File: config.mk
export PLATFORM = sky130hd
export DESIGN_NAME = swcl_regs
export DESIGN_NICKNAME = d
export VERILOG_FILES = /design/src/swcl_pkg.sv /design/src/swcl_regs.sv
export SDC_FILE = /design/constraint.sdc
export NUM_CORES = 1
export LEC_CHECK = 0
export BUFFER_PORTS_ARGS = -buffer_cell sky130_fd_sc_hd__clkbuf_2
export CORE_MARGIN = 2
export CORE_UTILIZATION = 40
export CTS_CLUSTER_DIAMETER = 120
export DETAILED_ROUTE_END_ITERATION = 8
export PLACE_DENSITY = 0.81
export SLEW_MARGIN = 10
export SYNTH_ARGS = -nofsm -noshare
export SYNTH_HDL_FRONTEND = slang
export SYNTH_SLANG_ARGS = --single-unit
File: constraint.sdc
create_clock -name clk -period 0.9 [get_ports clk]
set_input_delay 0.045 -clock clk [delete_from_list [all_inputs] [get_ports clk]]
set_output_delay 0.045 -clock clk [all_outputs]
set_load 0.02 [all_outputs]
File: src/swcl_pkg.sv
// Shared types and constants of the sliding window counter limiter.
package swcl_pkg;

  localparam int CLIENT_W = 8;
  localparam int NOW_W    = 48;
  localparam int COUNT_W  = 16;
  localparam int WIN_W    = 32;
  localparam int PROD_W   = COUNT_W + WIN_W;
  localparam int ACC_W    = PROD_W + 1;
  localparam int APB_DW   = 32;
  localparam int APB_AW   = 3;

  localparam logic [COUNT_W-1:0] MAX_REQ_RST = 16'd100;
  localparam logic [WIN_W-1:0]   WINDOW_RST  = 32'd1000;

  typedef enum logic {
    REG_MAX_REQ = 1'b0,
    REG_WINDOW  = 1'b1
  } reg_idx_t;

  typedef enum logic [3:0] {
    ST_CLEAR,
    ST_IDLE,
    ST_READ,
    ST_LOAD,
    ST_CHECK,
    ST_DIV,
    ST_ROLL,
    ST_MUL_A,
    ST_MUL_B,
    ST_MUL_C,
    ST_DECIDE,
    ST_OPEN,
    ST_RESULT
  } state_t;

  typedef enum logic [1:0] {
    MUL_PREV,
    MUL_CUR,
    MUL_LIMIT
  } mul_sel_t;

  typedef enum logic [1:0] {
    ACC_HOLD,
    ACC_LOAD,
    ACC_ADD
  } acc_op_t;

  typedef struct packed {
    logic     clr_step;
    logic     capture;
    logic     load;
    logic     check;
    logic     div_start;
    logic     div_step;
    logic     roll;
    logic     mul_en;
    mul_sel_t mul_sel;
    acc_op_t  acc_op;
    logic     decide;
    logic     open_entry;
    logic     out_load;
  } cmd_t;

  typedef struct packed {
    logic in_range;
    logic entry_valid;
    logic due;
    logic div_last;
    logic clr_last;
    logic out_busy;
  } sts_t;

endpackage

File: src/swcl_regs.sv
// APB configuration registers: request limit and window length.
module swcl_regs (
  input  logic                          clk,
  input  logic                          rst_n,
  input  logic                          psel,
  input  logic                          penable,
  input  logic                          pwrite,
  input  logic [swcl_pkg::APB_AW-1:0]   paddr,
  input  logic [swcl_pkg::APB_DW-1:0]   pwdata,
  output logic [swcl_pkg::APB_DW-1:0]   prdata,
  output logic                          pready,
  output logic [swcl_pkg::COUNT_W-1:0]  max_req,
  output logic [swcl_pkg::WIN_W-1:0]    window
);

  logic [swcl_pkg::COUNT_W-1:0] max_req_r, max_req_nxt;
  logic [swcl_pkg::WIN_W-1:0]   window_r, window_nxt;
  swcl_pkg::reg_idx_t           sel;
  logic                         wr_en;

  assign sel    = swcl_pkg::reg_idx_t'(paddr[2]);
  assign wr_en  = psel & penable & pwrite;
  assign pready = 1'b1;

  always_comb begin
    max_req_nxt = max_req_r;
    window_nxt  = window_r;
    prdata      = '0;
    unique case (sel)
      swcl_pkg::REG_MAX_REQ: begin
        prdata = swcl_pkg::APB_DW'(max_req_r);
        if (wr_en) max_req_nxt = pwdata[swcl_pkg::COUNT_W-1:0];
      end
      swcl_pkg::REG_WINDOW: begin
        prdata = swcl_pkg::APB_DW'(window_r);
        if (wr_en) window_nxt = pwdata[swcl_pkg::WIN_W-1:0];
      end
      default: prdata = '0;
    endcase
  end

  always_ff @(posedge clk) begin
    if (!rst_n) begin
      max_req_r <= swcl_pkg::MAX_REQ_RST;
      window_r  <= swcl_pkg::WINDOW_RST;
    end else begin
      max_req_r <= max_req_nxt;
      window_r  <= window_nxt;
    end
  end

  assign max_req = max_req_r;
  assign window  = window_r;

endmodule

=== Yosys cells after proc, flatten, opt, wreduce, memory -nomap -nowiden ===
Cells that the tools add are included.

* Register bits: 48
* Input bits: 40
* Output and inout bits: 81
* Word-level logic and storage cells: 8

* Mux-type cells: 1
* Bitwise gates (word level): 3
* Reductions and logical operators: 2

{| class="wikitable"
|+ Operators with widths
! cell !! number
|-
| 32-bit case mux with 2 select lines || 1
|-
| 2-bit AND reduction || 2
|-
| 1-bit bitwise AND || 2
|-
| 1-bit inverter || 1
|}

=== Longest topological paths before layout ===
* Depth after elaboration: 3
* Depth in mapped cells: 5

=== Worst setup path after synthesis ===
Ideal clock, no wire load.

* Path type: input to register
* From: input paddr[2] (netlist bit)
* To: register window_r, in the netlist window[11]
* Data arrival time: 0.770 ns
* Required time: 0.828 ns
* Path slack: 0.058 ns
* Stages on the path: 5
* Cells stage by stage: buf_6 and4_4 buf_12 buf_12 mux2i_1

* Word-level cells in the longest chain between the ends: 1

{| class="wikitable"
|+ Ends and longest elaborated chain
! item !! line !! text
|-
| start, declared || swcl_regs.sv:8 || <nowiki>input logic [swcl_pkg::APB_AW-1:0] paddr,</nowiki>
|-
| 2-bit AND reduction (no source line) || -- ||
|-
| end signal, assigned || swcl_regs.sv:45 || <nowiki>window_r <= swcl_pkg::WINDOW_RST;</nowiki>
|-
| end signal, assigned || swcl_regs.sv:48 || <nowiki>window_r <= window_nxt;</nowiki>
|-
| end, declared || swcl_regs.sv:17 || <nowiki>logic [swcl_pkg::WIN_W-1:0] window_r, window_nxt;</nowiki>
|}

Every way passes these cells.
A chain may end at the register's enable or synchronous reset.

=== Worst setup path in the final report ===
* From: register max_req_r, in the netlist max_req[0]
* To: output prdata[0] (netlist bit)

* Word-level cells in the longest chain between the ends: 1

{| class="wikitable"
|+ Ends and longest elaborated chain
! item !! line !! text
|-
| start, declared || swcl_regs.sv:16 || <nowiki>logic [swcl_pkg::COUNT_W-1:0] max_req_r, max_req_nxt;</nowiki>
|-
| start signal, assigned || swcl_regs.sv:44 || <nowiki>max_req_r <= swcl_pkg::MAX_REQ_RST;</nowiki>
|-
| start signal, assigned || swcl_regs.sv:47 || <nowiki>max_req_r <= max_req_nxt;</nowiki>
|-
| 32-bit case mux with 2 select lines || swcl_regs.sv:29 || <nowiki>unique case (sel)</nowiki>
|-
| end, declared || swcl_regs.sv:10 || <nowiki>output logic [swcl_pkg::APB_DW-1:0] prdata,</nowiki>
|}

Every way passes these cells.

==> metrics.txt <==
status finished with violations; failing checks setup timing; number of buffers created by CTS 5; vias in the first global route 2,326; Final Instance Area 4570 um^2; RSZ-0062 raised after global routing yes; slowest stage delay, CP 0.34 ns; Worst-Skew Late Latency 0.30 ns; core area 5510 um^2; Worst EP required 0.85 ns; Die Ht 79.3 um; Final min period 1.12 ns; Pwr Density 1080 nW/um^2; Startpoint Class flop; DRC 0; WL final 8500 um; clk sinks 48; placed cells 416; Final ANT Viol Nets 0; GRT Overall Usage 0.229; Peak VDD IR 0.000930 V; Initial Util 0.412; drt via density 4.88; first-pass iteration count of the detailed router 4; sequential element share of the synthesized area 0.424; CTS tree built; routed len/inst 16.9 um; Hold Crit Class in2reg; crit path kind reg2out; Via Count 2,451; CP endpoint kind primary output; antenna violations before repair 1; Final Setup Violations 64; final net count 468; root buffer cell clkbuf_8; placed inst area 2950 um^2; syn_nets 276; mapped cell area 2270 um^2; first-pass GRT wire length 11,000 um; worst-path fanout max 2; die area 6290 um^2; final non-filler cell total 502; synth unique cells 16; Synth Warn # 0; final worst setup slack -0.223 ns; Bufs on Longest Clock Path 2; Worst Path Arrival 1.08 ns; largest net degree at the start of global routing 48; GPL Wtd Cong 0.692; slowest CP cell dfxtp_2; Slew Viols, Final 0; Layout area overhead 101%; leakage 2.13 nW; DIE WIDTH 79.3 um; most common cell after layout, fill and taps aside nand2_1; final period utilization 1.25; f_max 891 MHz; post-DP HPWL 3620 um; Clk pin slew, worst setup/hold paths 0.09 ns; Worst Skew 0 ns; layout cell share with drive strength beyond 1 0.611; H-tree level count 2; Port Buffer Count 117; crit-path cells mux2_4 -> buf_8; Layout fillers 312; GRT overflow 0; maxcap violations 0; Iter 0 DRT Violations 56; flops & latches, synth 48; Util after Layout 0.829; Cells after Synth 236; Ports 121; # rows 27; final hold violation count 0; Avg Inst Size Synth 9.61 um^2; highest-count cells in the layout ignoring fill and taps nand2_1 (69), mux2i_1 (48), dfxtp_2 (48), buf_6 (48), clkbuf_2 (46)
[worst max-delay path: cells and delay by family, from the launching register on]
family / cells / cell delay, ns
mux: 1 / 0.30
flops: 1 / 0.34
buf+inv: 1 / 0.14
[power by group]
group / switching (mW) / total, mW / internal [mW] / leakage (nW)
Combinational: 0.448 / 1.01 / 0.560 / 1.66
Clock: 0.719 / 1.70 / 0.981 / 0.0645
Sequential: 0.0396 / 2.22 / 2.18 / 0.404
Total: 1.21 / 4.92 / 3.72 / 2.13
[synth_stat cells, drive strengths merged]
library cell  count  area [um^2]
nand2            69          259
dfxtp            48          961
mux2i            48          480
and2             16          100
mux2             16          180
nor2b            16          100
buf              11          114
clkbuf            7         26.3
and4              1         11.3
and4b             1         10.0
conb              1         3.75
nand4             1         6.26
nand4b            1         15.0
[registers in the layout, indices dropped and copies added, names as in the netlist]
| name | count |
|---|---|
| max_req | 16 |
| window | 32 |
[repair_timing]
item,4_1_cts,5_1_grt
setup endpoints to repair,41,70
buffers inserted,31,27
endpoints found under the hold margin,40,0
hold buffers,31,0
resized for setup,158,144
[routing by layer]
metal  vias to the layer above  share of wire  global-route usage  wire [um]
li1                       1159              -                   -          -
met1                      1184           0.36               0.225       3070
met2                        95           0.58               0.458       4920
met3                        13          0.044              0.0534        376
met4                         0          0.016              0.0862        133
met5                         -              0                   0          0
[worst paths after layout]
kind	from	to	slack [ns]	cells past startpoint
setup / recovery	max_req[0]	prdata[0]	-0.22	2
setup reg to reg	max_req[2]	max_req[2]	-0.07	5
hold / removal	pwdata[6]	window[6]	0.01	3
hold reg to reg	window[27]	window[27]	0.47	2
[stage by stage]
step | TNS [ns] | hold slack (ns) | setup WS [ns] | power [mW]
floorplan | 0 | 0.187 | 0.0581 | 2.62
global placement | -2.19 | 0.278 | -0.0647 | 2.84
detailed placement | -2.89 | 0.283 | -0.0884 | 2.85
CTS | -5.41 | 0.000248 | -0.209 | 4.80
global route | -6.76 | 0.0249 | -0.257 | 5.13
finish | -4.43 | 0.0138 | -0.223 | 4.92
[cell families (layout without fill, tap and decap cells)]
logic type	after synthesis	in the layout	share of synthesized area
buffers and inverters	18	211	0.0618
and+or+nand+nor	105	105	0.221
other	1	2	0.00165
DFF	48	48	0.424
muxes	64	64	0.291
[final cells by class]
cell class	count	area, um^2	share of cell area
clock buffers	7	96.3	0.0211
diodes	1	2.50	0.000548
multi-input cells	170	1260	0.276
repair buffers	203	2070	0.453
flip-flops and latches	48	1020	0.224
well taps	72	90.1	0.0197
clock inverters	1	30.0	0.00658
Power figures use the tool's default switching activity.
