--- config.mk ---
export PLATFORM = sky130hd
export DESIGN_NAME = swcl_ctrl
export DESIGN_NICKNAME = d
export VERILOG_FILES = /design/src/swcl_pkg.sv /design/src/swcl_ctrl.sv
export SDC_FILE = /design/constraint.sdc
export NUM_CORES = 1
export LEC_CHECK = 0
export ABC_AREA = 1
export BUFFER_PORTS_ARGS = -buffer_cell sky130_fd_sc_hd__buf_4
export CAP_MARGIN = 40
export CORE_AREA = 3 3 40 42
export CTS_CLUSTER_DIAMETER = 50
export DETAILED_ROUTE_END_ITERATION = 10
export DIE_AREA = 0 0 43 45
export PLACE_DENSITY = 0.7
export SYNTH_ARGS = -nofsm -noshare
export SYNTH_HDL_FRONTEND = slang
export SYNTH_SLANG_ARGS = --single-unit
--- constraint.sdc ---
create_clock -name clk -period 1.13 [get_ports clk]
set_input_delay 0.339 -clock clk [delete_from_list [all_inputs] [get_ports clk]]
set_output_delay 0.339 -clock clk [all_outputs]
set_load 0.01 [all_outputs]
--- src/swcl_pkg.sv ---
// Shared types and constants of the sliding window counter limiter.
package swcl_pkg;

  localparam int CLIENT_W = 8;
  localparam int NOW_W    = 48;
  localparam int COUNT_W  = 16;
  localparam int WIN_W    = 32;
  localparam int PROD_W   = COUNT_W + WIN_W;
  localparam int ACC_W    = PROD_W + 1;
  localparam int APB_DW   = 32;
  localparam int APB_AW   = 3;

  localparam logic [COUNT_W-1:0] MAX_REQ_RST = 16'd100;
  localparam logic [WIN_W-1:0]   WINDOW_RST  = 32'd1000;

  typedef enum logic {
    REG_MAX_REQ = 1'b0,
    REG_WINDOW  = 1'b1
  } reg_idx_t;

  typedef enum logic [3:0] {
    ST_CLEAR,
    ST_IDLE,
    ST_READ,
    ST_LOAD,
    ST_CHECK,
    ST_DIV,
    ST_ROLL,
    ST_MUL_A,
    ST_MUL_B,
    ST_MUL_C,
    ST_DECIDE,
    ST_OPEN,
    ST_RESULT
  } state_t;

  typedef enum logic [1:0] {
    MUL_PREV,
    MUL_CUR,
    MUL_LIMIT
  } mul_sel_t;

  typedef enum logic [1:0] {
    ACC_HOLD,
    ACC_LOAD,
    ACC_ADD
  } acc_op_t;

  typedef struct packed {
    logic     clr_step;
    logic     capture;
    logic     load;
    logic     check;
    logic     div_start;
    logic     div_step;
    logic     roll;
    logic     mul_en;
    mul_sel_t mul_sel;
    acc_op_t  acc_op;
    logic     decide;
    logic     open_entry;
    logic     out_load;
  } cmd_t;

  typedef struct packed {
    logic in_range;
    logic entry_valid;
    logic due;
    logic div_last;
    logic clr_last;
    logic out_busy;
  } sts_t;

endpackage

--- src/swcl_ctrl.sv ---
// Request sequencer: table clear, lookup, rollover divide, weighted test, result.
module swcl_ctrl (
  input  logic           clk,
  input  logic           rst_n,
  input  logic           in_valid,
  input  logic           out_ready,
  input  swcl_pkg::sts_t sts,
  output logic           in_ready,
  output swcl_pkg::cmd_t cmd
);

  swcl_pkg::state_t state_r, state_nxt;

  always_comb begin
    state_nxt = state_r;
    unique case (state_r)
      swcl_pkg::ST_CLEAR:  if (sts.clr_last) state_nxt = swcl_pkg::ST_IDLE;
      swcl_pkg::ST_IDLE:   if (in_valid) state_nxt = swcl_pkg::ST_READ;
      swcl_pkg::ST_READ:   state_nxt = sts.in_range ? swcl_pkg::ST_LOAD : swcl_pkg::ST_RESULT;
      swcl_pkg::ST_LOAD:   state_nxt = swcl_pkg::ST_CHECK;
      swcl_pkg::ST_CHECK: begin
        if (!sts.entry_valid)  state_nxt = swcl_pkg::ST_OPEN;
        else if (sts.due)      state_nxt = swcl_pkg::ST_DIV;
        else                   state_nxt = swcl_pkg::ST_MUL_A;
      end
      swcl_pkg::ST_DIV:    if (sts.div_last) state_nxt = swcl_pkg::ST_ROLL;
      swcl_pkg::ST_ROLL:   state_nxt = swcl_pkg::ST_MUL_A;
      swcl_pkg::ST_MUL_A:  state_nxt = swcl_pkg::ST_MUL_B;
      swcl_pkg::ST_MUL_B:  state_nxt = swcl_pkg::ST_MUL_C;
      swcl_pkg::ST_MUL_C:  state_nxt = swcl_pkg::ST_DECIDE;
      swcl_pkg::ST_DECIDE: state_nxt = swcl_pkg::ST_RESULT;
      swcl_pkg::ST_OPEN:   state_nxt = swcl_pkg::ST_RESULT;
      swcl_pkg::ST_RESULT: if (!sts.out_busy || out_ready) state_nxt = swcl_pkg::ST_IDLE;
      default:             state_nxt = swcl_pkg::ST_IDLE;
    endcase
  end

  always_comb begin
    cmd      = '0;
    in_ready = 1'b0;
    unique case (state_r)
      swcl_pkg::ST_CLEAR: cmd.clr_step = 1'b1;
      swcl_pkg::ST_IDLE: begin
        in_ready    = 1'b1;
        cmd.capture = in_valid;
      end
      swcl_pkg::ST_LOAD: cmd.load = 1'b1;
      swcl_pkg::ST_CHECK: begin
        cmd.check     = 1'b1;
        cmd.div_start = 1'b1;
      end
      swcl_pkg::ST_DIV:  cmd.div_step = 1'b1;
      swcl_pkg::ST_ROLL: cmd.roll = 1'b1;
      swcl_pkg::ST_MUL_A: begin
        cmd.mul_en  = 1'b1;
        cmd.mul_sel = swcl_pkg::MUL_PREV;
      end
      swcl_pkg::ST_MUL_B: begin
        cmd.mul_en  = 1'b1;
        cmd.mul_sel = swcl_pkg::MUL_CUR;
        cmd.acc_op  = swcl_pkg::ACC_LOAD;
      end
      swcl_pkg::ST_MUL_C: begin
        cmd.mul_en  = 1'b1;
        cmd.mul_sel = swcl_pkg::MUL_LIMIT;
        cmd.acc_op  = swcl_pkg::ACC_ADD;
      end
      swcl_pkg::ST_DECIDE: cmd.decide = 1'b1;
      swcl_pkg::ST_OPEN:   cmd.open_entry = 1'b1;
      swcl_pkg::ST_RESULT: cmd.out_load = !sts.out_busy || out_ready;
      default: cmd = '0;
    endcase
  end

  always_ff @(posedge clk) begin
    if (!rst_n) begin
      state_r <= swcl_pkg::ST_CLEAR;
    end else begin
      state_r <= state_nxt;
    end
  end

endmodule

After elaboration in Yosys (flattened, before gate mapping)
Cells that the tools add are included.

Flip-flop bits (word level): 4. Output and inout port bits: 16. Word-level logic and storage cells: 42. Input bits: 10.

Muxes and demuxes: 20. Equality and inequality tests: 16. Reduce and logical (&&, ||, !) cells: 5.

Operators by type and width (count): $pmux W4 S12 (1); $mux W4 (6); $eq A4 B4 Y1 const B (5); $eq A4 B3 Y1 const B (4); $mux W1 (9); $pmux W3 S3 (1); $eq A4 B2 Y1 const B (2); $ne A2 B2 Y1 const B (4); $eq A4 B1 Y1 const B (1); $logic_not A4 Y1 (1); $mux W2 (2); $pmux W2 S2 (1); $reduce_and A4 Y1 (1); $reduce_or A2 Y1 (1); $logic_not A1 Y1 (1); $logic_or A1 B1 Y1 (1).

Logic depth before layout (Yosys ltp)
Depth in word-level cells: 4. Gate-level depth with buffers: 8. Mapped depth without buffers: 8.

Worst setup path before layout
OpenSTA, ideal clock, no wires.

Kind: register to output. Start point: register state_r[0]. End point: output port cmd[11] (netlist name). Path buffers: 1. Data arrival time: 1022 ps. Cell stages (with the launch flop): 5. Required time: 791 ps. Path slack: -231 ps. Cell sequence: dfxtp_1 > inv_1 > nand2_1 > nor2_1 > buf_4.

RTL lines: from (decl) (line swcl_ctrl.sv:12) `swcl_pkg::state_t state_r, state_nxt;`; from (signal assigned) (line swcl_ctrl.sv:77) `state_r <= swcl_pkg::ST_CLEAR;`; from (signal assigned) (line swcl_ctrl.sv:79) `state_r <= state_nxt;`; to (decl) (line swcl_ctrl.sv:9) `output swcl_pkg::cmd_t cmd`.

==> metrics.txt <==
status finished with violations; failing checks setup timing; Final GP Congestion 0.8204; initial core utilization 0.3437; CTS tree yes; max reg flops 4; CTS Sinks 4; HP Class in -> reg; area occupied by multi-input gates 419.2 sq um; vias per cell 4.816; WL final 1980 um; top cells by area, synth dfxtp_1 18%, nand2_1 17%, inv_1 16%; flops & latches, synth 4; Least-Margin Pin Slew 0.2866 ns; post-layout min period 1.450 ns; Core ar. 1285 sq um; number of max-cap violations 0; Area growth, synth to finish 132.0%; Crit. Startpoint state_r[3]; Startpoint Class flop; hold_sp rst_n; share of post-route cells with drive strength above 1 0.6818; Routed WL per cell 13.47 um; worst r2r src state_r[1]; IO Port Bufs 25; Mapped Area 441.7 sq um; skew final 0.005837 ns; Finish-stage setup viols 20; crit-path max FO 6; die footprint 1935 sq um; Final Cycle Share 1.283; Boundary Pins 26; Syn Inst Count 84; row cnt 13; # nets final 143; Final ANT Viol Nets 0; Slew Viols, Final 0; worst vdd ir 938.6 uV; First-pass DRT Iterations 4; capturing element type of the critical path output port; share of the synthesized area in the top cell type 0.1813; CTS Buf Count 3; global route overflow 0; Root Driver clkbuf_4; Synth cell types 18; top flop regs state_r x4; Avg Inst Size Synth 5.258 sq um; DRC Markers 0; register area share after synthesis 0.1813; WP data required 0.79 ns; via count 708; Slew Limit Headroom 0.8072; commonest non-fill, non-tap cell in the layout buf_4; hold_buf cts 0; initial antenna violation count 0; P_int 1.011 mW; Net Sw Power 0.9257 mW; Seq pwr share 0.167; commonest non-fill, non-tap cells in the layout 39 x buf_4, 14 x inv_1, 12 x nand2_1; Clock H-tree levels 1; cell area after placement 758.2 sq um; gr usage total 0.2028; number of diodes 0; clock power share 0.100; YS warnings 0; vias in the first global route 700; Die Width 43 um; LEAKAGE 0.5477 nW; Min Hold Slack 0.3220 ns; Post-Syn Nets 94; RSZ-0062 raised after global routing true; Max clock buf depth 2; die height 45 um; Fmax achieved 689.6 MHz; Worst EP arrival 1.11 ns; Fin. Hold Viols 0; worst skew pair latency 0.23 ns; Worst-path clk slew 0.04 ns; Power per Cell Area 1890 nW/um^2; area occupied by registers 95.09 sq um; Iteration-0 DRC Markers 9; pin count of the biggest net entering global routing 8; Comb pwr share 0.733; post-route total power 1.937 mW; Largest Register state_r; fin worst setup slack -0.3201 ns; critical path class reg -> out; Post-DP HPWL 1180 um; final instance area 1025 sq um; first-pass GRT wire length 2960 um; post-synth top area cell dfxtp_1; Sw Ratio 0.4779; # fillers 91
through the flow:
| stage | setup WS (ns) | util | setup TNS, ns | cells |
|---|---|---|---|---|
| global placement | -0.1390 | 0.5901 | -1.817 | 132 |
| global route | -0.3986 | 0.7975 | -6.509 | 147 |
| floorplan | -0.05470 | - | -0.1161 | 84 |
| finish | -0.3201 | 0.7975 | -5.255 | 147 |
| detailed placement | -0.1663 | 0.5901 | -2.195 | 132 |
| CTS | -0.3157 | 0.7410 | -4.423 | 143 |
cells in the mapped netlist:
| cell type | count |
|---|---|
| nand2_1 | 20 |
| inv_1 | 19 |
| nor2_1 | 14 |
| nand3_1 | 8 |
| dfxtp_1 | 4 |
| nor2_2 | 3 |
| nor3_1 | 3 |
| buf_4 | 2 |
| inv_2 | 2 |
| a21boi_0 | 1 |
| a21oi_1 | 1 |
| a21oi_2 | 1 |
| nand3b_1 | 1 |
| nand4_1 | 1 |
| nor2_4 | 1 |
| o2111ai_1 | 1 |
| o21ai_0 | 1 |
| o22ai_1 | 1 |
per-layer routing:
layer / vias to the layer above / wire, um / track usage
li1: 354 / - / -
met1: 324 / 774 / 0.2254
met2: 26 / 1034 / 0.4012
met3: 4 / 125 / 0.01594
met4: 0 / 46 / 0.07229
met5: - / 0 / 0
cell families after synthesis:
logic type      synth area share
buf+inv                   0.2125
compound gates           0.09349
simple gates              0.5128
flops                     0.1813
layout make-up:
cell class                 count  area share
clock buffer                   4     0.02564
sequential                     4     0.09280
tap                           15     0.01832
multi-input combinational     57      0.4090
timing repair buffer          46      0.3626
inverter                      21     0.09158
final timing paths:
kind,to,slack (ns),cells past startpoint
worst max-delay path,cmd[0],-0.32,3
worst max register to register,state_r[3],-0.29,7
worst min-delay path,state_r[3],0.32,3
worst min register to register,state_r[0],0.57,2
power groups by stage:
stage	logic [mW]	clock network, mW	registers (mW)
floorplan	0.571	0	0.274
global placement	0.964	0	0.283
detailed placement	0.977	0	0.286
CTS	1.25	0.194	0.310
global route	1.54	0.217	0.331
finish	1.42	0.193	0.324
what timing repair did:
| action | 4_1_cts | 5_1_grt |
|---|---|---|
| endpoints found under the setup margin | 20 | 20 |
| setup buffers | 7 | 4 |
| gates resized for setup | 33 | 12 |
| pin swaps | 9 | 5 |
worst max-delay path: stages (launching register included):
cell,delay [ns]
dfxtp_4,0.44
nand2_2,0.10
nor3_2,0.19
buf_4,0.15
Note: power is estimated with default switching activity, not from simulation.
